File: config.mk
export PLATFORM = sky130hd
export DESIGN_NAME = segment_record_deframer_unit
export DESIGN_NICKNAME = d
export VERILOG_FILES = /design/src/design/srd_pkg.sv /design/src/design/srd_parser.sv /design/src/design/segment_record_deframer_unit.sv
export SDC_FILE = /design/constraint.sdc
export NUM_CORES = 1
export LEC_CHECK = 0
export BUFFER_PORTS_ARGS = -buffer_cell sky130_fd_sc_hd__buf_2
export CAP_MARGIN = 20
export CORE_UTILIZATION = 40
export CTS_CLUSTER_DIAMETER = 200
export CTS_CLUSTER_SIZE = 28
export DETAILED_ROUTE_END_ITERATION = 8
export GPL_TIMING_DRIVEN = 0
export HOLD_SLACK_MARGIN = 0.03
export PLACE_DENSITY_LB_ADDON = 0.3
export SYNTH_ARGS = -nofsm -noshare
export SYNTH_HDL_FRONTEND = slang
export SYNTH_SLANG_ARGS = --single-unit
File: constraint.sdc
create_clock -name i_clk -period 6.3 [get_ports i_clk]
set_input_delay 0.63 -clock i_clk [delete_from_list [all_inputs] [get_ports i_clk]]
set_output_delay 0.63 -clock i_clk [all_outputs]
set_load 0.01 [all_outputs]
File: src/design/srd_pkg.sv
// ----------------------------------------------------------------------------
// Segment record deframer package
// Shared result type and alignment constants.
// ----------------------------------------------------------------------------
`default_nettype none

package srd_pkg;

    localparam int unsigned BLK_LOG2 = 12;
    localparam int unsigned REC_LOG2 = 3;

    localparam logic [33:0] BLK_MASK = 34'((64'd1 << BLK_LOG2) - 64'd1);
    localparam logic [33:0] REC_MASK = 34'((64'd1 << REC_LOG2) - 64'd1);

    typedef struct packed {
        logic        truncated;
        logic        last_of_record;
        logic        first_of_record;
        logic [7:0]  payload_byte;
        logic [31:0] record_size;
        logic [25:0] record_start;
        logic [19:0] record_segment;
    } t_result;

endpackage

`default_nettype wire

File: src/design/srd_parser.sv
// ----------------------------------------------------------------------------
// Segment record deframer parser
// Tracks the position in the segment and the framing phase, and produces
// one result for each payload byte in the cycle the byte is accepted.
// ----------------------------------------------------------------------------
`default_nettype none

module srd_parser (
    input  wire logic            i_clk,
    input  wire logic            i_rst_n,
    input  wire logic            i_accept,
    input  wire logic [7:0]      i_data_byte,
    input  wire logic [19:0]     i_segment_num,
    input  wire logic [26:0]     i_segment_size,
    output logic                 o_res_valid,
    output srd_pkg::t_result     o_res
);

    localparam logic [2:0] PH_BUF_HDR = 3'd0;
    localparam logic [2:0] PH_REC_HDR = 3'd1;
    localparam logic [2:0] PH_PAYLOAD = 3'd2;
    localparam logic [2:0] PH_PAD     = 3'd3;
    localparam logic [2:0] PH_SKIP    = 3'd4;

    logic [26:0] r_position,     n_position;
    logic [2:0]  r_phase,        n_phase;
    logic [23:0] r_hdr_shift,    n_hdr_shift;
    logic [1:0]  r_hdr_count,    n_hdr_count;
    logic [31:0] r_payload_left, n_payload_left;
    logic [25:0] r_cur_offset,   n_cur_offset;
    logic [31:0] r_cur_size,     n_cur_size;
    logic [33:0] r_skip_target,  n_skip_target;
    logic [33:0] r_buf_end,      n_buf_end;
    logic [33:0] r_buf_end_rnd;

    logic [27:0] np;
    logic [33:0] np_w;
    logic        seg_end;
    logic        hdr_done;
    logic [31:0] hdr_word;
    logic        np_blk_aligned;
    logic        np_rec_aligned;
    logic [33:0] np_blk_rnd;
    logic [33:0] np_rec_rnd;
    logic        in_buffer;
    logic        pay_first;
    logic        pay_last;
    logic        pay_trunc;

    always_comb begin
        np             = {1'b0, r_position} + 28'd1;
        np_w           = {6'd0, np};
        seg_end        = np >= {1'b0, i_segment_size};
        hdr_done       = r_hdr_count == 2'd3;
        hdr_word       = {i_data_byte, r_hdr_shift};
        np_blk_aligned = (np_w & srd_pkg::BLK_MASK) == 34'd0;
        np_rec_aligned = (np_w & srd_pkg::REC_MASK) == 34'd0;
        np_blk_rnd     = (np_w + srd_pkg::BLK_MASK) & ~srd_pkg::BLK_MASK;
        np_rec_rnd     = (np_w + srd_pkg::REC_MASK) & ~srd_pkg::REC_MASK;
        in_buffer      = np_w < r_buf_end;
        pay_first      = r_payload_left == r_cur_size;
        pay_last       = r_payload_left == 32'd1;
        pay_trunc      = !pay_last && seg_end;
    end

    // The bytes consumed in a buffer always equal the distance from the
    // buffer start at the points where they are compared, so the buffer end
    // position stands in for the length and the consumed count.
    always_comb begin
        n_position     = r_position;
        n_phase        = r_phase;
        n_hdr_shift    = r_hdr_shift;
        n_hdr_count    = r_hdr_count;
        n_payload_left = r_payload_left;
        n_cur_offset   = r_cur_offset;
        n_cur_size     = r_cur_size;
        n_skip_target  = r_skip_target;
        n_buf_end      = r_buf_end;
        o_res_valid    = 1'b0;

        o_res.record_segment  = i_segment_num;
        o_res.record_start    = r_cur_offset;
        o_res.record_size     = r_cur_size;
        o_res.payload_byte    = i_data_byte;
        o_res.first_of_record = pay_first;
        o_res.last_of_record  = pay_last || pay_trunc;
        o_res.truncated       = pay_trunc;

        if (i_accept) begin
            unique case (r_phase)
                PH_BUF_HDR, PH_REC_HDR: begin
                    if (hdr_done) begin
                        n_hdr_shift = 24'd0;
                        n_hdr_count = 2'd0;
                        if (r_phase == PH_BUF_HDR) begin
                            if (hdr_word == 32'd0) begin
                                n_skip_target = np_blk_rnd;
                                n_phase = np_blk_aligned ? PH_BUF_HDR : PH_SKIP;
                            end else begin
                                n_buf_end = np_w + {2'd0, hdr_word};
                                n_phase   = PH_REC_HDR;
                            end
                        end else if (hdr_word == 32'd0) begin
                            if (in_buffer) begin
                                n_skip_target = r_buf_end_rnd;
                                n_phase       = PH_SKIP;
                            end else if (np_blk_aligned) begin
                                n_phase = PH_BUF_HDR;
                            end else begin
                                n_skip_target = np_blk_rnd;
                                n_phase       = PH_SKIP;
                            end
                        end else begin
                            n_cur_offset   = np[25:0];
                            n_cur_size     = hdr_word;
                            n_payload_left = hdr_word;
                            n_phase        = PH_PAYLOAD;
                        end
                    end else begin
                        n_hdr_shift[{r_hdr_count, 3'b000} +: 8] = i_data_byte;
                        n_hdr_count = r_hdr_count + 2'd1;
                    end
                end
                PH_PAYLOAD: begin
                    o_res_valid    = 1'b1;
                    n_payload_left = r_payload_left - 32'd1;
                    if (pay_last) begin
                        if (!np_rec_aligned) begin
                            n_skip_target = np_rec_rnd;
                            n_phase       = PH_PAD;
                        end else if (in_buffer) begin
                            n_phase = PH_REC_HDR;
                        end else if (np_blk_aligned) begin
                            n_phase = PH_BUF_HDR;
                        end else begin
                            n_skip_target = np_blk_rnd;
                            n_phase       = PH_SKIP;
                        end
                    end
                end
                PH_PAD: begin
                    if (np_w == r_skip_target) begin
                        if (in_buffer) begin
                            n_phase = PH_REC_HDR;
                        end else if (np_blk_aligned) begin
                            n_phase = PH_BUF_HDR;
                        end else begin
                            n_skip_target = np_blk_rnd;
                            n_phase       = PH_SKIP;
                        end
                    end
                end
                PH_SKIP: begin
                    if (np_w == r_skip_target) begin
                        n_phase = PH_BUF_HDR;
                    end
                end
                default: begin
                    n_phase = PH_BUF_HDR;
                end
            endcase

            if (seg_end) begin
                n_position     = 27'd0;
                n_phase        = PH_BUF_HDR;
                n_hdr_shift    = 24'd0;
                n_hdr_count    = 2'd0;
                n_payload_left = 32'd0;
                n_cur_offset   = 26'd0;
                n_cur_size     = 32'd0;
                n_skip_target  = 34'd0;
                n_buf_end      = 34'd0;
            end else begin
                n_position = np[26:0];
            end
        end
    end

    always_ff @(posedge i_clk) begin
        if (!i_rst_n) begin
            r_position     <= 27'd0;
            r_phase        <= PH_BUF_HDR;
            r_hdr_shift    <= 24'd0;
            r_hdr_count    <= 2'd0;
            r_payload_left <= 32'd0;
            r_cur_offset   <= 26'd0;
            r_cur_size     <= 32'd0;
            r_skip_target  <= 34'd0;
            r_buf_end      <= 34'd0;
        end else begin
            r_position     <= n_position;
            r_phase        <= n_phase;
            r_hdr_shift    <= n_hdr_shift;
            r_hdr_count    <= n_hdr_count;
            r_payload_left <= n_payload_left;
            r_cur_offset   <= n_cur_offset;
            r_cur_size     <= n_cur_size;
            r_skip_target  <= n_skip_target;
            r_buf_end      <= n_buf_end;
        end
    end

    // The rounded buffer end is first needed at least four bytes after the
    // buffer end is set, so it is registered from the buffer end register.
    always_ff @(posedge i_clk) begin
        r_buf_end_rnd <= (r_buf_end + srd_pkg::BLK_MASK) & ~srd_pkg::BLK_MASK;
    end

endmodule

`default_nettype wire

File: src/design/segment_record_deframer_unit.sv
// ----------------------------------------------------------------------------
// Segment record deframer
// The block takes one segment byte per transaction and emits one transaction
// for every record payload byte, with the record's segment, offset and size
// and its first, last and truncated marks. It accepts one byte in every clock
// cycle while the two-entry output buffer is not full, and updates the position
// counter and framing phase with each accepted byte; the buffer lets input keep
// flowing while a result waits, and registers each result as its byte is accepted.
// The segment size register may be written only while the block is idle.
// ----------------------------------------------------------------------------
`default_nettype none

module segment_record_deframer_unit (
    input  wire logic        i_clk,
    input  wire logic        i_rst_n,
    input  wire logic        i_cfg_valid,
    output logic             o_cfg_ready,
    input  wire logic [26:0] i_cfg_data,
    input  wire logic        i_s_axis_tvalid,
    output logic             o_s_axis_tready,
    // Fields from bit 0: data_byte[7:0], segment_num[27:8], zero fill.
    input  wire logic [31:0] i_s_axis_tdata,
    output logic             o_m_axis_tvalid,
    input  wire logic        i_m_axis_tready,
    // Fields from bit 0: record_segment[19:0], record_start[45:20],
    // record_size[77:46], payload_byte[85:78], zero fill.
    output logic [87:0]      o_m_axis_tdata,
    output logic             o_m_axis_tlast,
    // Fields from bit 0: first_of_record[0], truncated[1].
    output logic [1:0]       o_m_axis_tuser
);

    logic [26:0]      r_segment_size;
    logic             in_accept;
    logic             res_valid;
    srd_pkg::t_result res;
    srd_pkg::t_result r_q [2];
    logic [1:0]       r_count, n_count;
    logic             push;
    logic             pop;
    logic [1:0]       wr_slot;

    assign o_cfg_ready = 1'b1;

    always_ff @(posedge i_clk) begin
        if (!i_rst_n) begin
            r_segment_size <= 27'd131072;
        end else if (i_cfg_valid) begin
            r_segment_size <= i_cfg_data;
        end
    end

    assign o_s_axis_tready = r_count != 2'd2;
    assign in_accept       = i_s_axis_tvalid && o_s_axis_tready;

    srd_parser u_parser (
        .i_clk          (i_clk),
        .i_rst_n        (i_rst_n),
        .i_accept       (in_accept),
        .i_data_byte    (i_s_axis_tdata[7:0]),
        .i_segment_num  (i_s_axis_tdata[27:8]),
        .i_segment_size (r_segment_size),
        .o_res_valid    (res_valid),
        .o_res          (res)
    );

    always_comb begin
        push    = res_valid;
        pop     = (r_count != 2'd0) && i_m_axis_tready;
        n_count = r_count + {1'b0, push} - {1'b0, pop};
        wr_slot = r_count - {1'b0, pop};
    end

    always_ff @(posedge i_clk) begin
        if (!i_rst_n) begin
            r_count <= 2'd0;
        end else begin
            r_count <= n_count;
        end
    end

    always_ff @(posedge i_clk) begin
        if (push && (wr_slot == 2'd0)) begin
            r_q[0] <= res;
        end else if (pop) begin
            r_q[0] <= r_q[1];
        end
        if (push && (wr_slot == 2'd1)) begin
            r_q[1] <= res;
        end
    end

    assign o_m_axis_tvalid = r_count != 2'd0;
    assign o_m_axis_tdata  = {2'd0, r_q[0].payload_byte, r_q[0].record_size,
                              r_q[0].record_start, r_q[0].record_segment};
    assign o_m_axis_tlast  = r_q[0].last_of_record;
    assign o_m_axis_tuser  = {r_q[0].truncated, r_q[0].first_of_record};

endmodule

`default_nettype wire

# == Word-level counts from Yosys, hierarchy flattened ==
# Memory sizes are Yosys's and may differ from the RTL's.
# Cells that the tools add are included.
# word_totals
regBits,265
ram_bits,178
inputBits,64
out_inout_bits,94
wordCells,137
n_memories,1
# mem_list
memory,depth,word_bits,read_ports,rd_ports_with_merged_regs,write_ports,line_no,rtl
r_q,2,89,2,0,1,segment_record_deframer_unit.sv:37,srd_pkg::t_result r_q [2];
# op_classes
addsub,11
n_lt_le_gt_ge,2
eq_ne,19
shift,2
mux,63
bitwise_logic,1
n_reduce_logical,26
# op_table
op,n
34-bit 2-to-1 mux,16
32-bit 2-to-1 mux,6
89-bit 2-to-1 mux,2
26-bit 2-to-1 mux,5
34-bit one-hot mux with 3 select lines,1
89-bit OR reduction,1
24-bit 2-to-1 mux,3
34-bit zero test,2
32-bit one-hot mux with 2 select lines,1
3-bit 2-to-1 mux,12
34-bit by 12-bit adder with 34-bit output (second input constant),1
28-bit by 34-bit == test with 1-bit output,1
28-bit by 34-bit < comparator with 1-bit output,1
28-bit by 32-bit adder with 33-bit output,1
32-bit by 1-bit == test with 1-bit output (second input constant),1
32-bit == test,1
32-bit zero test,1
32-bit by 1-bit subtractor with 32-bit output (second input constant),1
28-bit by 12-bit adder with 29-bit output (second input constant),1
28-bit by 3-bit adder with 29-bit output (second input constant),1
27-bit by 1-bit adder with 28-bit output (second input constant),1
28-bit by 27-bit >= comparator with 1-bit output,1
27-bit 2-to-1 mux,1
24-bit bitwise mux,1
other kinds (31),61

# == Logic depth before layout (Yosys ltp) ==
# Gate-level depths: netlist (run 1).
# logic_depth
word_depth,9
depth_mapped,20
mapped_depth_nobuf,17

# == Modules after synthesis ==
# From an unflattened synthesis (run 1), not the netlist that was laid out.
# hier_totals
cells_unflattened,2654
hier_area_um2,24866.3
# by_module_without_submodules
mod,n_inst,cells_per_inst,area_each_um2,seq_area_each_um2
srd_parser,1,2175,16513.3,4704.5
segment_record_deframer_unit,1,479,8353.0,5925.7

# == Worst setup path before layout (run 1) ==
# No wires, ideal clock.
# synth_path
path_type,flip-flop to flip-flop
startpoint,register r_count[1]
endpoint,memory r_q[0][100] in the netlist's numbering (enable)
setup_ps,538
t_arrival_ps,4973
required_time_ps,5762
setup_slack_ps,789
path_stages_with_launch,8
n_path_buf,0
period_less_slack_ps,5511
cell_sequence,dfxtp_1 -> or2_2 -> nand2_1 -> inv_1 -> ha_1 -> xnor2_1 -> nand3_1 -> nor2_1
# synth_via
elab_chain_cells,9
word_cells_on_any_way,21
cone_classes,add/sub (1); eq/ne (2); mux (10); bitwise (1); reduce/logical (7)
# synth_rtl
element,line_no,rtl
start: declaration,segment_record_deframer_unit.sv:38,"logic [1:0] r_count, n_count;"
start signal: assignment,segment_record_deframer_unit.sv:78,r_count <= n_count;
2-bit nonzero test *,--,
net o_m_axis_tvalid,segment_record_deframer_unit.sv:23,"output logic o_m_axis_tvalid,"
1-bit logical AND *,segment_record_deframer_unit.sv:69,pop = (r_count != 2'd0) && i_m_axis_tready;
2-bit by 1-bit subtractor with 2-bit output,segment_record_deframer_unit.sv:71,"wr_slot = r_count - {1'b0, pop};"
2-bit by 1-bit == test with 1-bit output / 2-bit zero test (equally long branches),"segment_record_deframer_unit.sv:88, segment_record_deframer_unit.sv:83",
1-bit logical AND (on tied branches),"segment_record_deframer_unit.sv:88, segment_record_deframer_unit.sv:83",
1-bit 2-to-1 mux (on tied branches),"segment_record_deframer_unit.sv:88, segment_record_deframer_unit.sv:83",
1-bit 2-to-1 mux (on tied branches),"segment_record_deframer_unit.sv:89, segment_record_deframer_unit.sv:84, segment_record_deframer_unit.sv:86",
89-bit OR reduction (no source line) / 1-bit bitwise OR (equally long branches),--,
1-bit 2-to-1 mux (no source line),--,
end: declaration,segment_record_deframer_unit.sv:37,
# The timed path passes the listed nets; every way through them passes the cells marked *.

==> results of run 1 <==
[registers in the layout (all words and copies together), names as in the netlist]
name                     count
u_parser.r_phase             3
r_segment_size              27
u_parser.r_payload_left     32
r_q                        178
u_parser.r_cur_offset       26
r_count                      2
u_parser.r_buf_end          33
u_parser.r_buf_end_rnd      22
u_parser.r_cur_size         32
u_parser.r_position         27
u_parser.r_hdr_count         2
u_parser.r_skip_target      34
u_parser.r_hdr_shift        24
[cells in the final DEF, fill, tap and decap left out, drive strengths merged, types with 92 or more instances in the layout]
| cell type | instances |
|---|---|
| buf | 279 |
| dfxtp | 264 |
| a21oi | 243 |
| nor2 | 231 |
| nand2 | 207 |
| edfxtp | 178 |
| clkbuf | 164 |
| inv | 111 |
| xnor2 | 110 |
| nor3 | 107 |
| nand3 | 104 |
| o21ai | 99 |
| ha | 95 |
| mux2 | 92 |
[layout make-up]
cell class | count | area [um^2]
tap | 782 | 978
timing repair buffer | 168 | 945
fill | 5840 | 33300
buffer | 245 | 1330
multi-input combinational | 1872 | 12400
clock buffer | 31 | 520
inverter | 111 | 430
sequential | 442 | 10600
antenna | 1 | 2.50
clock inverter | 2 | 17.5
[worst min-delay path by stage]
stage / from / slack (ps) / endpoint / cells after the start
2_1_floorplan: u_parser.r_cur_offset[1] / 430 / r_q[0][110] / 0
3_3_place_gp: u_parser.r_cur_offset[18] / 440 / r_q[0][127] / 0
3_5_place_dp: u_parser.r_cur_offset[11] / 450 / r_q[0][120] / 0
4_1_cts: i_s_axis_tdata[26] / 210 / r_q[0][107] / 1
5_1_grt: i_s_axis_tdata[22] / 210 / r_q[0][103] / 1
6_report: i_s_axis_tdata[20] / 240 / r_q[0][101] / 1
[cell usage after synthesis, types with 16 or more instances]
cell type,n,area (um^2)
dfxtp_1,264,5290
a211oi_1,16,120
and3_1,26,163
nand3_1,102,510
ha_1,95,1190
o22ai_1,20,125
and2_1,17,106
mux2_2,91,1020
a21oi_1,243,1220
o21ai_0,97,485
nor2b_1,21,131
xor2_1,57,499
nor2_1,231,867
nand2b_1,19,119
inv_1,110,413
nor3_1,104,521
a21o_1,30,225
mux2i_1,27,270
nand2_1,207,777
edfxtp_1,178,5350
a31oi_1,18,113
buf_4,94,706
nor4_1,45,282
xnor2_1,110,963
clkbuf_1,132,495
nand4_1,29,181
[timing repair]
item / CTS / global route
pin swaps: 2 / 1
buffers inserted: 5 / 2
hold buffers: 0 / 0
resized for setup: 26 / 26
endpoints found under the setup margin: 217 / 145
[logic make-up (layout without fill, tap and decap cells)]
kind of cell,count (synthesis),after routing
DFF,442,442
xor gates and xnor gates,168,168
and+or+nand+nor,886,886
other,2,4
AOI/OAI and AO/OA,600,600
muxes,119,119
adders and majority gates,96,96
buffers and inverters,357,557
[routing by layer]
metal / up-vias / part of all wire [%] / GRT usage (%)
met2: 1074 / 45 / 43.0
li1: 9929 / - / -
met5: - / 0 / 0
met3: 158 / 8.4 / 3.39
met1: 10487 / 43 / 36.7
met4: 0 / 3.9 / 10.2
[power breakdown]
part,internal (mW),switching (mW)
clock network,0.582,0.938
registers,3.11,0.0515
logic,0.386,0.588
[critical path: stages (launching register included)]
cell and delay (ps):
dfxtp_1 520, ha_1 200, buf_4 180, nand3_4 160
or4_4 620, buf_6 170, o21ai_0 290, nand2_2 370
ha_1 400, nand2_1 90, nor4_2 60, o21ai_0 120
nand4b_1 160, o211ai_1 540, clkbuf_2 370, and2_1 160
clkbuf_1 230, clkbuf_2 400, clkbuf_2 400, nand2_1 150
mux2_2 290
==> summary.md, run 1 <==
| Metric | Value |
|---|---|
| CTS tree | `done` |
| Routed wire length | `~86000 um` |
| Reg2Reg Setup Slack | `around 120 ps` |
| Layout cells sized above 1 | `about 17%` |
| First-pass GRT wire length | `between 100000 and 150000 um` |
| Last element of the critical path | `r_q[0][87]` |
| RSZ-0062 raised after global routing | `no` |
| Mux cell area share after synthesis | `under 10%` |
| FF-to-FF End | `r_q[0][87]` |
| Post-Synthesis Cell Area | `around 25000 um^2` |
| Max-slew violation count | `0` |
| Rel. slew slack | `15.7%` |
| Fin crit period | `approximately 6200 ps` |
| Endpoint class of the critical path | `register` |
| CTS Sinks | `approximately 440` |
| CP startpoint kind | `register` |
| WHS | `between 200 and 250 ps` |
| Vias in the first global route | `roughly 20k` |
| CP required | `around 6600 ps` |
| Max Clk Rate | `0.162 GHz` |
| HPWL Detailed | `65400 um` |
| H-tree Lvls | `1` |
| Area grow syn2layout | `10.9%` |
| Synth Warn # | `0` |
| Gpl congestion | `about 0.99` |
| Ys async rst share | `0%` |
| Routed via count | `~22k` |
| Final core utilization | `between 40% and 50%` |
| Primary FF master, synth | `dfxtp_1` |
| DRT iter0 DRCs | `~2.4k` |
| RR Startpoint | `u_parser.r_position[0]` |
| WP data arrival | `between 6000 and 7000 ps` |
| Final Hold Violating Endpoints | `0` |
| Worst slack, placed | `-1340 ps` |
| Buffers on Ports | `between 100 and 150` |
| Distinct cells, synth | `between 90 and 100` |
| Register bit total from synthesis | `442` |
| Synth Area in Compound Gates | `between 10% and 20%` |
| Clk slew on worst S/H paths | `~130 ps` |
| Post-synth EDFFs | `178` |
| Initial Util | `40.6%` |
| Worst VDD drop | `roughly 0.18 mV` |
| Post-placement cell count | `approximately 3.6k` |
| Crit. Startpoint | `u_parser.r_position[0]` |
| DRT Pass-1 Iters | `6` |
| Num CTS Buffers | `19` |
| Post-Layout Cell Count | `around 3.7k` |
| Post-Synth Adder-Cell Area | `under 10%` |
| PD cells | `208 nW/um^2` |
| NumNets Final | `a little over 3k` |
| Gate Count Post-Synth | `2670` |
| Largest net degree at the start of global routing | `between 60 and 70` |
| Rows | `90` |
| Final setup viols | `0` |
| Grt total ovfl | `0` |
| Final Worst Setup Slack | `about 120 ps` |
| Final Total Pwr | `between 5 and 6 mW` |
| Fin Setup TNS | `0 ps` |
| Root Driver | `clkbuf_16` |
| Post-synthesis xor/xnor area fraction | `6.05%` |
| Simple-gate share of the synthesized area | `between 10% and 20%` |
| DP Area | `about 26000 um^2` |
| Detail Route Antenna Nets | `0` |
| Gr usage total | `between 20% and 30%` |
| Outcome | `complete, no violations` |
| IO Pins | `158` |
| Crit-path max FO | `10` |
| CTS max path bufs | `3` |
| Synthesized area per cell | `9.19 um^2` |
| Worst Skew | `44.1 ps` |
| Worst r2r path cells | `20` |
| Max cap viols | `0` |
| DIE HEIGHT | `around 250 um` |
| Vias per inst | `roughly 5.9` |
| Die W | `roughly 250 um` |
| Min-Delay Path Class | `primary input to register` |
| Post-route cell area | `27200 um^2` |
| P_leak | `between 10 and 15 nW` |
| Core Box Area | `60500 um^2` |
| Sequential share of the synthesized area | `between 40 and 50%` |
| Die area | `around 62000 um^2` |
| Fin crit share | `98.1%` |
| DR DRC count | `0` |
| Slew at the pin with the worst max-slew slack | `~1300 ps` |
| Routed len/inst | `approximately 24 um` |
| Largest family of logic cells by synthesized area | `simple AND/OR/NAND/NOR gates` |
| CP Class | `register to register` |
| Antenna violations before repair | `1` |
| Skew-Pair Late Insertion Delay | `around 600 ps` |
Note: power is estimated with default switching activity, not from simulation.
==> inputs of run 2 (changes only) <==
--- a/config.mk
+++ b/config.mk
@@ -7,7 +7,7 @@
 export LEC_CHECK = 0
 export BUFFER_PORTS_ARGS = -buffer_cell sky130_fd_sc_hd__buf_2
 export CAP_MARGIN = 20
-export CORE_UTILIZATION = 40
+export CORE_UTILIZATION = 60
 export CTS_CLUSTER_DIAMETER = 200
 export CTS_CLUSTER_SIZE = 28
 export DETAILED_ROUTE_END_ITERATION = 8
==> summary.md, run 2 (synthesis gave the netlist of run 1 again) <==
| Metric | Value |
|---|---|
| Gpl congestion | `1.06 (was 0.989)` |
| Post-placement cell count | `3353 (was 3612)` |
| Routed len/inst | `25.7 um (was 23.6 um)` |
| Num CTS Buffers | `19 (unchanged)` |
| CP Class | `register to register (unchanged)` |
| Final core utilization | `67.0% (was 45.0%)` |
| First-pass GRT wire length | `129000 um (was 128000 um)` |
| IO Pins | `158 (unchanged)` |
| Endpoint class of the critical path | `register (unchanged)` |
| Gr usage total | `40.9% (was 26.8%)` |
| Met3 GRT Util | `8.31% (was 3.39%)` |
| Vias in the first global route | `21.2k (was 20.2k)` |
| HPWL Detailed | `65500 um (was 65400 um)` |
| Max FFs per register | `178 (unchanged)` |
| Rows | `73 (was 90)` |
| Crit-path max FO | `10 (unchanged)` |
| Fill count | `3199 (was 5840)` |
| Max Clk Rate | `0.165 GHz (was 0.162 GHz)` |
| GR Layer Usage met2 | `63.8% (was 43.0%)` |
| Die W | `204 um (was 250 um)` |
| Final setup viols | `0 (unchanged)` |
| CP startpoint kind | `register (unchanged)` |
| Detail Route Antenna Nets | `0 (unchanged)` |
| Buffers on Ports | `149 (unchanged)` |
| Worst VDD drop | `0.219 mV (was 0.183 mV)` |
| Commonest non-fill, non-tap cell in the layout | `dfxtp_1 (unchanged)` |
| Min-Delay Path Class | `primary input to register (unchanged)` |
| P_leak | `10.5 nW (was 10.6 nW)` |
| Rel. slew slack | `21.5% (was 15.7%)` |
| CTS Sinks | `442 (unchanged)` |
| Root Driver | `clkbuf_16 (unchanged)` |
| Final Total Pwr | `5.64 mW (was 5.65 mW)` |
| Most frequent cells in the layout | `dfxtp_1, a21oi_1, nor2_1, nand2_1, edfxtp_1 (unchanged)` |
| Clk slew on worst S/H paths | `110 ps (was 130 ps)` |
| Worst slack, placed | `-1140 ps (was -1340 ps)` |
| Slew at the pin with the worst max-slew slack | `1170 ps (was 1260 ps)` |
| DRT Pass-1 Iters | `7 (was 6)` |
| Final Worst Setup Slack | `230 ps (was 120 ps)` |
| Layout cells sized above 1 | `16.3% (was 16.8%)` |
| Grt met1 use | `53.6% (was 36.7%)` |
| NumNets Final | `3017 (was 3019)` |
| CTS max path bufs | `3 (unchanged)` |
| Worst Skew | `47.2 ps (was 44.1 ps)` |
| DIE HEIGHT | `204 um (was 250 um)` |
| Antenna violations before repair | `3 (was 1)` |
| Initial Util | `61.4% (was 40.6%)` |
| Post-Layout Cell Count | `3395 (was 3654)` |
| Gr busiest metal | `met2 (unchanged)` |
| CP required | `6790 ps (was 6640 ps)` |
| DR DRC count | `0 (unchanged)` |
| Area grow syn2layout | `9.20% (was 10.9%)` |
| Skew-Pair Late Insertion Delay | `600 ps (about the same)` |
| Routed wire length | `87100 um (was 86100 um)` |
| Largest net degree at the start of global routing | `53 (was 68)` |
| Core Box Area | `40000 um^2 (was 60500 um^2)` |
| Grt total ovfl | `0 (unchanged)` |
| Largest regs | `r_q x178, u_parser.r_skip_target x34, u_parser.r_buf_end x33 (unchanged)` |
| Die area | `41700 um^2 (was 62400 um^2)` |
| Fin crit period | `6070 ps (was 6180 ps)` |
| H-tree Lvls | `1 (unchanged)` |
| Final Hold Violating Endpoints | `0 (unchanged)` |
| WP data arrival | `6560 ps (was 6520 ps)` |
| Outcome | `complete, no violations (unchanged)` |
| DRT iter0 DRCs | `2796 (was 2407)` |
| Max cap viols | `0 (unchanged)` |
| PD cells | `210 nW/um^2 (was 208 nW/um^2)` |
| Routed via count | `22.5k (was 21.6k)` |
| Most flops, register | `r_q (unchanged)` |
| Vias per inst | `6.62 (was 5.92)` |
| Fin crit share | `96.4% (was 98.1%)` |
| Max-slew violation count | `0 (unchanged)` |
| WHS | `248 ps (was 236 ps)` |
| CTS tree | `done (unchanged)` |
## run 2: cell types whose count changed in the layout (fill, tap and decap cells not counted), moves of 2 or more
cell      before  now
a31oi_1       16   18
a31oi_2        2    0
clkbuf_2      19   13
buf_4        102  100
clkbuf_1     126  132
nor4_2         4    2
diode_2        1    3
## run 2: area by class of cell
| type | count | area (um^2) | share of cell area, % |
|---|---|---|---|
| antenna | 3 | 7.51 | 0.0280 |
| buffer | 246 | 1320 | 4.91 |
| clock buffer | 29 | 513 | 1.91 |
| clock inverter | 2 | 17.5 | 0.0654 |
| inverter | 111 | 419 | 1.56 |
| multi-input combinational | 1872 | 12300 | 46.0 |
| sequential | 442 | 10600 | 39.7 |
| tap | 525 | 657 | 2.45 |
| timing repair buffer | 165 | 910 | 3.39 |
## run 2: power by group
part | internal, mW | switching (mW) | total (mW)
clock network | 0.578 | 0.919 | 1.50
logic | 0.384 | 0.594 | 0.978
registers | 3.11 | 0.0553 | 3.16
## run 2: repair_timing
| action | in CTS | in global routing |
|---|---|---|
| hold buffers | 0 | 0 |
| endpoints found under the hold margin | 0 | 0 |
| pin swaps | 1 | 2 |
| setup endpoints to repair | 216 | 174 |
| buffers inserted | 2 | 4 |
| resized for setup | 15 | 25 |
## run 2: worst max-delay path, cell delays in order (launching register included)
cell and delay (ps):
dfxtp_1 340, ha_1 230, nand4_1 240, nor3_1 110
xnor2_1 730, inv_1 610, ha_1 480, a21o_1 180
a21oi_1 160, nor2b_1 70, o21ai_0 140, nand4b_1 130
o211ai_1 380, nand2_1 370, clkbuf_1 390, nor2_1 580
clkbuf_1 570, nand2_1 110, a21oi_1 170
## run 2: worst paths after layout
check                                 start                     endpoint  slack, ps  depth (start not counted)
setup / recovery     u_parser.r_position[3]  u_parser.r_payload_left[28]        230                         18
hold / removal            i_s_axis_tdata[7]                  r_q[0][174]        250                          1
hold reg to reg   u_parser.r_cur_offset[10]                  r_q[0][119]        470                          0
setup reg to reg     u_parser.r_position[3]  u_parser.r_payload_left[28]        230                         18
## run 2: stage by stage
| step | TNS [ps] | area [um^2] |
|---|---|---|
| after floorplan | 0 | 24500 |
| after global placement | -230070 | 26000 |
| after detailed placement | -115910 | 26100 |
| after CTS | 0 | 26700 |
| after global routing | -0.834 | 26800 |
| final | 0 | 26800 |
## run 2: routing by layer
layer  routed length, um  share of wire, %  vias up
li1                    -                 -     9918
met1               34000                39    10716
met2               38100                44     1541
met3                9790                11      286
met4                5190               6.0        4
met5                  64             0.073        -
